`src/sv/msbbp_pkg.sv`:
```
// msbbp_pkg: shared constants, register indexes and the command type of the
// msb-first bit packer. No dependencies.
package msbbp_pkg;

  localparam int unsigned DEF_MAX_VALUES = 65535;
  localparam int unsigned DEF_MAX_WIDTH  = 32;

  localparam int unsigned VALUE_W  = 32;
  localparam int unsigned ADDR_W   = 18;
  localparam int unsigned BYTE_W   = 8;
  localparam int unsigned COUNT_W  = 16;
  localparam int unsigned WIDTH_W  = 6;
  localparam int unsigned CFG_W    = 16;
  localparam int unsigned CFG_IDX_W = 1;
  localparam int unsigned POS_W    = 22;
  localparam int unsigned BPOS_W   = POS_W - 3;
  localparam int unsigned WIN_W    = 40;
  localparam int unsigned NB_W     = 3;

  localparam logic [WIDTH_W-1:0] RESET_WIDTH = 6'd8;

  // power of two
  localparam int unsigned QUEUE_DEPTH = 2;

  localparam logic [CFG_IDX_W-1:0] REG_VALUE_COUNT = 1'b0;
  localparam logic [CFG_IDX_W-1:0] REG_VALUE_WIDTH = 1'b1;

  typedef struct packed {
    logic              reject;
    logic [ADDR_W-1:0] addr;
    logic [WIN_W-1:0]  word;
    logic [NB_W-1:0]   nbytes;
  } cmd_t;

endpackage

```
`src/sv/msbbp_if.sv`:
```
// msbbp_item_if and msbbp_result_if: valid/ready channels of the packer.
// Depends on msbbp_pkg.
interface msbbp_item_if;
  logic                          valid;
  logic                          ready;
  logic [msbbp_pkg::VALUE_W-1:0] value;

  modport source (output valid, output value, input ready);
  modport sink   (input valid, input value, output ready);
endinterface

interface msbbp_result_if;
  logic                         valid;
  logic                         ready;
  logic                         accepted;
  logic [msbbp_pkg::ADDR_W-1:0] byte_addr;
  logic [msbbp_pkg::BYTE_W-1:0] byte_data;
  logic                         last;

  modport source (output valid, output accepted, output byte_addr, output byte_data,
                  output last, input ready);
  modport sink   (input valid, input accepted, input byte_addr, input byte_data,
                  input last, output ready);
endinterface

```
`src/sv/msbbp_front.sv`:
```
// msbbp_front: config registers, bit position state and per-value classification.
// Turns each accepted value into one command for the back end. Depends on msbbp_pkg.
module msbbp_front #(
  parameter int unsigned MAX_VALUES = msbbp_pkg::DEF_MAX_VALUES,
  parameter int unsigned MAX_WIDTH  = msbbp_pkg::DEF_MAX_WIDTH
) (
  input  logic                              clk,
  input  logic                              rst,
  input  logic                              cfg_we,
  input  logic [msbbp_pkg::CFG_IDX_W-1:0]   cfg_index,
  input  logic [msbbp_pkg::CFG_W-1:0]       cfg_data,
  msbbp_item_if.sink                        item,
  output logic                              push_valid,
  input  logic                              push_ready,
  output msbbp_pkg::cmd_t                   push_cmd
);

  localparam int unsigned CNT_W  = $clog2(MAX_VALUES + 1);
  localparam int unsigned PROD_W = CNT_W + msbbp_pkg::WIDTH_W;
  localparam int unsigned BC_W   = PROD_W - 2;
  localparam int unsigned CMP_W  = (BC_W > msbbp_pkg::BPOS_W) ? BC_W : msbbp_pkg::BPOS_W;
  localparam int unsigned CW_X   = (CNT_W > msbbp_pkg::COUNT_W) ? CNT_W : msbbp_pkg::COUNT_W;
  localparam logic [CW_X-1:0] MAX_VALUES_X = CW_X'(MAX_VALUES);
  localparam logic [msbbp_pkg::WIDTH_W-1:0] MAX_WIDTH_C = msbbp_pkg::WIDTH_W'(MAX_WIDTH);

  logic [msbbp_pkg::COUNT_W-1:0] value_count;
  logic [msbbp_pkg::WIDTH_W-1:0] value_width;
  logic [msbbp_pkg::POS_W-1:0]   next_bit_pos, next_bit_pos_next;
  logic [msbbp_pkg::BYTE_W-1:0]  partial_byte, partial_byte_next;
  logic [BC_W-1:0]               byte_count;
  logic                          cfg_pend;

  logic [CW_X-1:0]               count_x;
  logic [CNT_W-1:0]              count_eff;
  logic [PROD_W:0]               prod_rnd;
  logic                          disabled;
  logic [CMP_W-1:0]              b_x, bc_x, avail;
  logic                          full;
  logic [2:0]                    off;
  logic [msbbp_pkg::VALUE_W-1:0] v_masked;
  logic [5:0]                    sh;
  logic [msbbp_pkg::WIN_W-1:0]   word, word_tail;
  logic [5:0]                    span;
  logic [msbbp_pkg::NB_W-1:0]    nbytes, n_emit;
  logic                          reject;
  logic                          take;

  // byte_count is registered; input is held off in the cycle after a write
  always_comb begin
    count_x   = CW_X'(value_count);
    count_eff = (count_x > MAX_VALUES_X) ? CNT_W'(MAX_VALUES) : CNT_W'(count_x);
    prod_rnd  = (PROD_W+1)'(count_eff) * (PROD_W+1)'(value_width) + (PROD_W+1)'(7);
  end

  always_comb begin
    disabled = (value_count == '0) || (value_width == '0) || (value_width > MAX_WIDTH_C);
    b_x      = CMP_W'(next_bit_pos[msbbp_pkg::POS_W-1:3]);
    bc_x     = CMP_W'(byte_count);
    full     = (b_x >= bc_x);
    avail    = bc_x - b_x;
    off      = next_bit_pos[2:0];
    v_masked = item.value & ~({msbbp_pkg::VALUE_W{1'b1}} << value_width);
    sh       = 6'd40 - 6'(off) - value_width;
    word     = {partial_byte, 32'd0}
             | ({{(msbbp_pkg::WIN_W-msbbp_pkg::VALUE_W){1'b0}}, v_masked} << sh);
    span     = 6'(off) + value_width + 6'd7;
    nbytes   = span[5:3];
    n_emit   = (avail < CMP_W'(nbytes)) ? avail[msbbp_pkg::NB_W-1:0] : nbytes;
    reject   = disabled || full;
    word_tail = word << {nbytes - 3'd1, 3'b000};
  end

  always_comb begin
    push_valid     = item.valid && !cfg_pend;
    item.ready     = push_ready && !cfg_pend;
    push_cmd.reject = reject;
    push_cmd.addr   = reject ? '0 : next_bit_pos[msbbp_pkg::ADDR_W+2:3];
    push_cmd.word   = reject ? '0 : word;
    push_cmd.nbytes = reject ? 3'd1 : n_emit;
    take           = item.valid && item.ready;
    next_bit_pos_next = next_bit_pos + msbbp_pkg::POS_W'(value_width);
    partial_byte_next = (next_bit_pos_next[2:0] != 3'd0)
                      ? word_tail[msbbp_pkg::WIN_W-1 -: msbbp_pkg::BYTE_W] : '0;
  end

  always_ff @(posedge clk) begin
    byte_count <= prod_rnd[PROD_W:3];
  end

  always_ff @(posedge clk) begin
    if (rst) begin
      value_count  <= '0;
      value_width  <= msbbp_pkg::RESET_WIDTH;
      next_bit_pos <= '0;
      partial_byte <= '0;
      cfg_pend     <= 1'b1;
    end else begin
      cfg_pend <= cfg_we;
      if (cfg_we) begin
        unique case (cfg_index)
          msbbp_pkg::REG_VALUE_COUNT: value_count <= cfg_data[msbbp_pkg::COUNT_W-1:0];
          msbbp_pkg::REG_VALUE_WIDTH: value_width <= cfg_data[msbbp_pkg::WIDTH_W-1:0];
          default: ;
        endcase
        next_bit_pos <= '0;
        partial_byte <= '0;
      end else if (take && !reject) begin
        next_bit_pos <= next_bit_pos_next;
        partial_byte <= partial_byte_next;
      end
    end
  end

endmodule

```
`src/sv/msbbp_queue.sv`:
```
// msbbp_queue: small register queue of commands between front and back end.
// Depends on msbbp_pkg.
module msbbp_queue #(
  parameter int unsigned DEPTH = msbbp_pkg::QUEUE_DEPTH
) (
  input  logic            clk,
  input  logic            rst,
  input  logic            push_valid,
  output logic            push_ready,
  input  msbbp_pkg::cmd_t push_cmd,
  output logic            pop_valid,
  input  logic            pop_ready,
  output msbbp_pkg::cmd_t pop_cmd
);

  localparam int unsigned PTR_W = (DEPTH > 1) ? $clog2(DEPTH) : 1;

  msbbp_pkg::cmd_t   slots [DEPTH];
  logic [PTR_W-1:0]  wr_ptr, rd_ptr;
  logic [PTR_W:0]    fill;
  logic              do_push, do_pop;

  always_comb begin
    push_ready = (fill != (PTR_W+1)'(DEPTH));
    pop_valid  = (fill != '0);
    pop_cmd    = slots[rd_ptr];
    do_push    = push_valid && push_ready;
    do_pop     = pop_valid && pop_ready;
  end

  always_ff @(posedge clk) begin
    if (do_push) begin
      slots[wr_ptr] <= push_cmd;
    end
  end

  always_ff @(posedge clk) begin
    if (rst) begin
      wr_ptr <= '0;
      rd_ptr <= '0;
      fill   <= '0;
    end else begin
      if (do_push) wr_ptr <= wr_ptr + PTR_W'(1);
      if (do_pop)  rd_ptr <= rd_ptr + PTR_W'(1);
      fill <= fill + (PTR_W+1)'(do_push) - (PTR_W+1)'(do_pop);
    end
  end

endmodule

```
`src/sv/msbbp_back.sv`:
```
// msbbp_back: plays out one command as byte write beats, one beat per cycle while result is ready.
// Depends on msbbp_pkg and msbbp_result_if.
module msbbp_back (
  input  logic            clk,
  input  logic            rst,
  input  logic            pop_valid,
  output logic            pop_ready,
  input  msbbp_pkg::cmd_t pop_cmd,
  msbbp_result_if.source  result
);

  logic            cur_valid;
  msbbp_pkg::cmd_t cur;
  logic            beat_done, load;

  always_comb begin
    beat_done        = result.valid && result.ready;
    load             = !cur_valid || (beat_done && cur.nbytes == 3'd1);
    pop_ready        = load;
    result.valid     = cur_valid;
    result.accepted  = !cur.reject;
    result.byte_addr = cur.addr;
    result.byte_data = cur.word[msbbp_pkg::WIN_W-1 -: msbbp_pkg::BYTE_W];
    result.last      = (cur.nbytes == 3'd1);
  end

  always_ff @(posedge clk) begin
    if (load && pop_valid) begin
      cur <= pop_cmd;
    end else if (beat_done) begin
      cur.addr   <= cur.addr + msbbp_pkg::ADDR_W'(1);
      cur.word   <= cur.word << msbbp_pkg::BYTE_W;
      cur.nbytes <= cur.nbytes - 3'd1;
    end
  end

  always_ff @(posedge clk) begin
    if (rst) begin
      cur_valid <= 1'b0;
    end else if (load) begin
      cur_valid <= pop_valid;
    end
  end

endmodule

```
`src/sv/msbbp_top.sv`:
```
// msb_first_bit_packer_top: top level of the msb-first bit packer.
// Depends on msbbp_pkg, msbbp_if, msbbp_front, msbbp_queue and msbbp_back.
//
// Packs values of value_width bits, msb first, into a byte buffer sized for
// value_count values and reports every byte a value touches as one result beat
// (byte index and full new byte contents, last set on the final beat of the
// value). A value is rejected with one beat (accepted low, address and data
// zero) when packing is disabled, the width is above MAX_WIDTH or the start
// byte lies past the buffer; bytes past the buffer end are dropped. Rate: the
// front end takes one value per cycle while the command queue has room, and
// the back end sends one byte beat per cycle; a value has 1 to 5 beats (5 for
// a 32-bit value that starts off a byte boundary), and the result port sets
// the sustained rate. A config write resets the bit position and holds off
// input for the cycle after it while the buffer size is recomputed.
module msb_first_bit_packer_top #(
  parameter int unsigned MAX_VALUES = msbbp_pkg::DEF_MAX_VALUES,
  parameter int unsigned MAX_WIDTH  = msbbp_pkg::DEF_MAX_WIDTH
) (
  input  logic                            clk,
  input  logic                            rst,
  input  logic                            cfg_we,
  input  logic [msbbp_pkg::CFG_IDX_W-1:0] cfg_index,
  input  logic [msbbp_pkg::CFG_W-1:0]     cfg_data,
  msbbp_item_if.sink                      item,
  msbbp_result_if.source                  result
);

  // front to queue
  logic            push_valid, push_ready;
  msbbp_pkg::cmd_t push_cmd;
  // queue to back
  logic            pop_valid, pop_ready;
  msbbp_pkg::cmd_t pop_cmd;

  // classify values, keep position and partial byte
  msbbp_front #(
    .MAX_VALUES (MAX_VALUES),
    .MAX_WIDTH  (MAX_WIDTH)
  ) u_front (
    .clk        (clk),
    .rst        (rst),
    .cfg_we     (cfg_we),
    .cfg_index  (cfg_index),
    .cfg_data   (cfg_data),
    .item       (item),
    .push_valid (push_valid),
    .push_ready (push_ready),
    .push_cmd   (push_cmd)
  );

  // decouples the value side from the byte beat side
  msbbp_queue #(
    .DEPTH (msbbp_pkg::QUEUE_DEPTH)
  ) u_queue (
    .clk        (clk),
    .rst        (rst),
    .push_valid (push_valid),
    .push_ready (push_ready),
    .push_cmd   (push_cmd),
    .pop_valid  (pop_valid),
    .pop_ready  (pop_ready),
    .pop_cmd    (pop_cmd)
  );

  // registered byte beat output
  msbbp_back u_back (
    .clk       (clk),
    .rst       (rst),
    .pop_valid (pop_valid),
    .pop_ready (pop_ready),
    .pop_cmd   (pop_cmd),
    .result    (result)
  );

endmodule

```
`src/flat_wrapper.sv`:
```
// flat-port wrapper written by rule: the top's interface ports become plain ports
module msb_first_bit_packer_top_flat 
#(
  parameter int unsigned MAX_VALUES = msbbp_pkg::DEF_MAX_VALUES,
  parameter int unsigned MAX_WIDTH  = msbbp_pkg::DEF_MAX_WIDTH
)
  (clk, rst, cfg_we, cfg_index, cfg_data, item_valid, item_value, item_ready, result_valid, result_accepted, result_byte_addr, result_byte_data, result_last, result_ready);
  msbbp_item_if item_i ();
  msbbp_result_if result_i ();
  input  logic clk;
  input  logic rst;
  input  logic cfg_we;
  input  logic [msbbp_pkg::CFG_IDX_W-1:0] cfg_index;
  input  logic [msbbp_pkg::CFG_W-1:0] cfg_data;
  input wire logic [$bits(item_i.valid)-1:0] item_valid;
  input wire logic [$bits(item_i.value)-1:0] item_value;
  output wire logic [$bits(item_i.ready)-1:0] item_ready;
  output wire logic [$bits(result_i.valid)-1:0] result_valid;
  output wire logic [$bits(result_i.accepted)-1:0] result_accepted;
  output wire logic [$bits(result_i.byte_addr)-1:0] result_byte_addr;
  output wire logic [$bits(result_i.byte_data)-1:0] result_byte_data;
  output wire logic [$bits(result_i.last)-1:0] result_last;
  input wire logic [$bits(result_i.ready)-1:0] result_ready;
  assign item_i.valid = item_valid;
  assign item_i.value = item_value;
  assign item_ready = item_i.ready;
  assign result_valid = result_i.valid;
  assign result_accepted = result_i.accepted;
  assign result_byte_addr = result_i.byte_addr;
  assign result_byte_data = result_i.byte_data;
  assign result_last = result_i.last;
  assign result_i.ready = result_ready;
  msb_first_bit_packer_top #(.MAX_VALUES(MAX_VALUES), .MAX_WIDTH(MAX_WIDTH)) u_core (.clk(clk), .rst(rst), .cfg_we(cfg_we), .cfg_index(cfg_index), .cfg_data(cfg_data), .item(item_i), .result(result_i));
endmodule
```
`config.mk`:
```
export PLATFORM = sky130hd
export DESIGN_NAME = msb_first_bit_packer_top_flat
export DESIGN_NICKNAME = d
export VERILOG_FILES = /design/src/sv/msbbp_pkg.sv /design/src/sv/msbbp_if.sv /design/src/sv/msbbp_front.sv /design/src/sv/msbbp_queue.sv /design/src/sv/msbbp_back.sv /design/src/sv/msbbp_top.sv /design/src/flat_wrapper.sv
export SDC_FILE = /design/constraint.sdc
export NUM_CORES = 1
export LEC_CHECK = 0
export BUFFER_PORTS_ARGS = -buffer_cell sky130_fd_sc_hd__buf_4
export CAP_MARGIN = 15
export CORE_ASPECT_RATIO = 2
export CORE_MARGIN = 1.5
export CORE_UTILIZATION = 45
export DETAILED_ROUTE_END_ITERATION = 10
export PLACE_DENSITY_LB_ADDON = 0.08
export SYNTH_ARGS = -nofsm -noshare
export SYNTH_HDL_FRONTEND = slang
export SYNTH_SLANG_ARGS = --single-unit
```
`constraint.sdc`:
```
create_clock -name clk -period 9.92 [get_ports clk]
set_input_delay 1.488 -clock clk [delete_from_list [all_inputs] [get_ports clk]]
set_output_delay 1.488 -clock clk [all_outputs]
set_load 0.02 [all_outputs]
```
==> impl_metrics.csv, run 1 <==
group,metric,value,unit
global_routing,antenna_found_initial,0,
min_path,min_path_cells,2,
clocking,post_cts_resized,0,
drt,wl_per_cell,20.5,um
yosys,synth_commonest_cells,"nor2_1, edfxtp_1, a21oi_1, nand2_1, and2_1",
timing,post-route-period-util,0.569,
pwr,internal_power,2.57,mW
clocking,cts_buffers,25,
global_routing,grt_pass1_wl,80100,um
timing,worst_pin_slew,1130,ps
critical_path,arrival,5910,ps
timing,max_freq,0.177,GHz
pwr,ir_drop,0.128,mV
floorplanning,die_h,291,um
yosys,ys_warn_count,0,
yosys,async_flop_share,0,
pwr,combPwrFrac,0.355,
pwr,clkPwrFrac,0.253,
pwr,p_leak,8.02,nW
timing,slew_viol_final,0,
global_routing,grt_max_degree,98,
place,io_buffers,83,
critical_path,cp_max_fo,28,
critical_path,reg2reg_slack,4270,ps
yosys,synth.most_common_cell,"nor2_1",
yosys,ys_top_cells_by_area,"edfxtp_1, dfxtp_1, ha_1",
yosys,syn-num-nets,2121,
pwr,p_switching,1.43,mW
global_routing,grt.total_usage,0.235,
global_routing,grt-ovfl-total,0,
critical_path,crit_path_end_kind,"flop",
pwr,switching_share,0.358,
clocking,clock_path_buffers,3,
drt,dr.pass1.iters,5,
yosys,yosys.area.top_type_share,0.300,
yosys,synth_top_cell_by_area,"edfxtp_1",
clocking,cts_tree,"yes",
critical_path,r2r-start,"u_core.u_front.value_width[3]$_SDFFE_PP1P_",
layout,final_nets,2123,
timing,slew_headroom,0.243,
critical_path,timing.rr.end,"u_core.u_queue.slots[1][0]$_DFFE_PP_",
timing,fin_tns_setup,0,ps
timing,setup_viol,0,
timing,period_needed,5650,ps
yosys,synth-seq-cells,265,
run_status,status,"finished clean",
timing,skew,35.4,ps
floorplanning,core,40900,um^2
layout,drive_above_1_share,0.113,
floorplanning,start_util,0.456,
drt,drtIter0Drc,852,
layout,final_cells,2465,
drt,drc,0,
yosys,seq_area_frac_synth,0.385,
timing,finalHoldViolCount,0,
yosys,synth.avg_cell_area,9.75,um^2
clocking,hold_buffers,0,
layout,synthToLayoutAreaGrowth,9.59,%
clocking,clkTransAtPathRegs,60,ps
floorplanning,pin_count,84,
clocking,postCtsSetupBuffers,0,
clocking,cts_sinks,265,
floorplanning,dieArea,42700,um^2
flow_run,drv_cap,0,
yosys,synth_cell_types,86,
min_path,hold_path.class,"flop to flop",
layout,diodes,0,
place,place_inst,2418,
pwr,power.density,196,nW/um^2
global_routing,grt_pass1_vias,14700,
critical_path,critPathKind,"flop to flop",
floorplanning,die_w,147,um
yosys,synth_area,18600,um^2
min_path,min_to,"u_core.u_front.value_width[0]$_SDFFE_PP0P_",
drt,routed-via-count,14700,
yosys,synth_flop_cell,"edfxtp_1",
place,gp_congestion,0.973,
critical_path,r2r_cells,15,
pwr,seqPwrFrac,0.392,
yosys,synth_edf_count,186,
min_path,worstHoldStart,"u_core.u_front.value_width[0]$_SDFFE_PP0P_",
clocking,clockRootBuffer,"clkbuf_16",
clocking,clock_latency,540,ps
place,dpl.hpwl,37700,um
clocking,htree_levels,1,
critical_path,required,10180,ps
drt,final_antenna_net_count,0,
floorplanning,num_rows,105,
critical_path,start_kind,"flop",
yosys,syn_inst,1909,
timing,rsz0062_at_grt,"false",
drt,finalWirelength,50600,um
drt,viasPerCell,5.95,
## worst max-delay path by stage
stage          cells after the start                                   end  slack [ps]                                       start
6_report                          15  u_core.u_queue.slots[1][0]$_DFFE_PP_        4270  u_core.u_front.value_width[3]$_SDFFE_PP1P_
5_1_grt                           15  u_core.u_queue.slots[1][0]$_DFFE_PP_        3870  u_core.u_front.value_width[3]$_SDFFE_PP1P_
4_1_cts                           15  u_core.u_queue.slots[0][0]$_DFFE_PP_        4280  u_core.u_front.value_width[3]$_SDFFE_PP1P_
3_5_place_dp                      15  u_core.u_queue.slots[0][1]$_DFFE_PP_        4350  u_core.u_front.value_width[3]$_SDFFE_PP1P_
3_3_place_gp                      15  u_core.u_queue.slots[0][1]$_DFFE_PP_        4410  u_core.u_front.value_width[3]$_SDFFE_PP1P_
2_1_floorplan                     20  u_core.u_queue.slots[0][0]$_DFFE_PP_        4790  u_core.u_front.value_width[2]$_SDFFE_PP0P_
## worst max-delay path: stages (launching register included)
cell	delay, ps
dfxtp_1	780
buf_4	430
inv_1	110
ha_1	470
nor2b_1	210
o21a_1	210
xnor2_1	290
inv_1	80
ha_1	320
a21oi_1	270
o2111ai_1	150
or4_1	540
a2111oi_0	250
or4b_1	510
a2111oi_4	350
mux2_2	400
## per-stage QoR
stage	hold slack (ps)	total power, mW	instance area [um^2]	util	worst slack [ps]
2_1_floorplan	443	2.63	18600	-	4790
3_3_place_gp	446	3.00	19500	0.478	4410
3_5_place_dp	465	3.01	19500	0.478	4350
4_1_cts	480	4.03	20400	0.499	4280
5_1_grt	503	4.23	20400	0.499	3870
6_report	473	4.00	20400	0.499	4270
## cell type report
cell class	count	area (um^2)
fill	3830	20500
multi-input combinational	1425	10500
sequential	265	7170
timing repair buffer	112	846
clock buffer	35	693
tap	535	669
inverter	82	308
clock inverter	11	169
## metal layers
layer | wire length, um | GRT usage | vias up
li1 | - | - | 7000
met1 | 20300 | 0.278 | 7113
met2 | 25800 | 0.423 | 421
met3 | 1790 | 0.0181 | 127
met4 | 2710 | 0.120 | 0
met5 | 0 | 0 | -
## power by group through the flow
stage | logic (mW) | registers (mW) | clock network, mW
after floorplan | 1.05 | 1.58 | 0
after global placement | 1.41 | 1.59 | 0
after detailed placement | 1.42 | 1.59 | 0
after CTS | 1.43 | 1.57 | 1.04
after global routing | 1.56 | 1.59 | 1.08
final | 1.42 | 1.57 | 1.01
## sequential cells by signal (all words and copies together), names as in the netlist, named ones only
| name | count |
|---|---|
| u_core.u_back.result.byte_data | 8 |
| u_core.u_queue.rd_ptr | 1 |
| u_core.u_front.partial_byte | 8 |
| u_core.u_front.cfg_pend | 1 |
| u_core.u_queue.wr_ptr | 1 |
| u_core.u_front.count_x | 16 |
| u_core.u_queue.slots | 124 |
| u_core.u_front.next_bit_pos | 22 |
| u_core.u_queue.fill | 2 |
| u_core.u_back.result.byte_addr | 18 |
| u_core.u_back.cur | 36 |
| u_core.u_front.bc_x | 20 |
| u_core.u_front.value_width | 6 |
| u_core.u_back.result.valid | 1 |
## layout by cell type, fill, tap and decap left out, types with 14 or more instances in the layout
master and instances:
nor2_1 187, edfxtp_1 186, a21oi_1 155, nand2_1 130, buf_4 111, and2_1 102
ha_1 98, mux2i_1 81, inv_1 79, dfxtp_1 77, o21ai_0 71, fa_1 59
nand3_1 47, xnor2_1 34, nor3_1 34, clkbuf_16 25, a211oi_1 24, and3_1 22
nand4_1 22, nor2b_1 20, o211ai_1 20, or3_1 15, nor4_1 14, xor2_1 14
mux4_2 14
## cell families after synthesis
kind of cell / share of synthesized area
AND/OR/NAND/NOR: 0.171
flip-flops: 0.385
AO/OA/AOI/OAI: 0.170
multiplexers: 0.0672
buffers and inverters: 0.0517
XOR/XNOR: 0.0252
adder cells (fa/ha/maj): 0.130
Power figures use the tool's default switching activity.
==> run 2: changes to the inputs <==
Clock period 9.92 ns to 5.6 ns, I/O delays scaled along.
==> run 2 against run 1 <==
Net effect:
- combinational power grew 72%
- via count shrank 0.80%
- global-route usage shrank 0.27 points
- clock power grew 86%
- hold slack lost 2.7 ps
- design area grew 0.44%
==> impl_metrics.csv, run 2 (synthesis results as in run 1) <==
group,metric,value,unit
run_status,status,"finished clean",
layout,final_common_cell,"nor2_1",
global_routing,grt_max_degree,72,
timing,slew_viol_final,0,
timing,max_freq,0.194,GHz
timing,slew_headroom,0.243,
floorplanning,core,40900,um^2
critical_path,cp.depth,14,
min_path,min_path_cells,2,
place,io_buffers,83,
layout,top_regs,"u_core.u_queue.slots (124), u_core.u_back.cur (36), u_core.u_front.next_bit_pos (22)",
floorplanning,dieArea,42700,um^2
clocking,clkTransAtPathRegs,60,ps
clocking,hold_buffers,0,
layout,final_cell_mix,"nor2_1, edfxtp_1, a21oi_1",
critical_path,required,5890,ps
drt,drtIter0Drc,883,
drt,finalWirelength,49900,um
timing,skew,31.9,ps
critical_path,cp_max_fo,18,
drt,routed-via-count,14500,
critical_path,r2r_cells,14,
min_path,hold_path.class,"flop to flop",
drt,wl_per_cell,20.2,um
layout,fill_cells,3826,
timing,rsz0062_at_grt,"false",
global_routing,antenna_found_initial,0,
layout,drive_above_1_share,0.117,
drt,maxUsedRoutingLayer,"met4",
layout,synthToLayoutAreaGrowth,10.1,%
layout,final_nets,2129,
floorplanning,die_w,147,um
drt,dr_wl_met2,25600,um
place,dpl.hpwl,37600,um
critical_path,crit_chain,"inv_1 -> ha_1 -> nor2b_1 -> o21a_1 -> xnor2_1 -> inv_1 -> ha_1 -> a21oi_1 -> o2111ai_1 -> or4_1 -> a2111oi_0 -> or4b_1 -> a2111oi_4 -> mux2_2",
layout,multi_input_area,10500,um^2
drt,final_antenna_net_count,0,
layout,largest_reg_flops,124,
global_routing,grt_pass1_vias,14500,
clocking,cts_buffers,25,
pwr,p_leak,8.08,nW
timing,finalHoldViolCount,0,
clocking,clock_latency,550,ps
critical_path,crit_slowest_cell,"dfxtp_1",
floorplanning,pin_count,84,
drt,drc,0,
layout,diodes,0,
timing,worst_pin_slew,1140,ps
drt,wl_met1,19400,um
layout,fin_util,0.501,
clocking,htree_levels,1,
layout,top_register,"u_core.u_queue.slots",
flow_run,drv_cap,0,
drt,viasPerCell,5.89,
place,gp_congestion,0.989,
floorplanning,start_util,0.456,
global_routing,grt.total_usage,0.232,
critical_path,crit_family,"simple AND/OR/NAND/NOR gates",
clocking,clock_path_buffers,3,
critical_path,critPathKind,"flop to flop",
clocking,cts_sinks,265,
timing,setup_viol,0,
critical_path,arrival,5460,ps
global_routing,grt_pass1_wl,79200,um
clocking,cts_tree,"yes",
pwr,ir_drop,0.224,mV
timing,period_needed,5160,ps
timing,post-route-period-util,0.922,
timing,fin_tns_setup,0,ps
floorplanning,die_h,291,um
critical_path,max_stage_delay,710,ps
critical_path,cp.buffers_inverters,2,
clocking,clockRootBuffer,"clkbuf_16",
critical_path,start_kind,"flop",
layout,final-seq-area,7170,um^2
clocking,postCtsSetupBuffers,0,
pwr,power.density,350,nW/um^2
clocking,post_cts_resized,0,
global_routing,grt-ovfl-total,0,
floorplanning,num_rows,105,
critical_path,crit_path_end_kind,"flop",
drt,met3WireLength,2070,um
drt,dr.pass1.iters,7,
run 2: per-stage QoR:
stage	std cells	power, mW	instance area [um^2]	setup WS, ps	hold WS, ps
floorplan	1909	4.65	18600	470	443
global placement	2425	5.30	19600	536	454
detailed placement	2425	5.34	19600	438	459
CTS	2471	7.24	20500	420	473
global route	2471	7.55	20500	164	498
finish	2471	7.16	20500	435	470
run 2: path summary, 6_finish.rpt:
kind	start	end	slack, ps
max	u_core.u_front.value_width[3]$_SDFFE_PP1P_	u_core.u_queue.slots[0][1]$_DFFE_PP_	440
min	u_core.u_front.next_bit_pos[13]$_SDFFE_PP0P_	u_core.u_front.next_bit_pos[13]$_SDFFE_PP0P_	470
max reg2reg	u_core.u_front.value_width[3]$_SDFFE_PP1P_	u_core.u_queue.slots[0][1]$_DFFE_PP_	440
min reg2reg	u_core.u_front.next_bit_pos[13]$_SDFFE_PP0P_	u_core.u_front.next_bit_pos[13]$_SDFFE_PP0P_	470
run 2: where the power goes:
part / leakage (nW) / internal, mW / switching [mW]
Sequential: 2.43 / 2.60 / 0.238
Clock: 0.443 / 1.13 / 0.748
Combinational: 5.20 / 0.891 / 1.55
run 2: area by class of cell:
cell class / count / area share
tap: 535 / 0.0327
inverter: 82 / 0.0150
clock buffer: 32 / 0.0328
timing repair buffer: 118 / 0.0432
multi-input combinational: 1425 / 0.515
clock inverter: 14 / 0.0113
sequential: 265 / 0.350
run 2: per-layer routing:
metal  vias to the layer above  GRT usage
met1                      6945      0.267
met3                       137     0.0218
met5                         -          0
li1                       7017          -
met4                         0      0.128
met2                       445      0.419
run 2: worst min-delay path, cell delays in order, from the launching register on:
cell     delay (ps)
dfxtp_1         320
nand2_1          50
mux2i_1          50
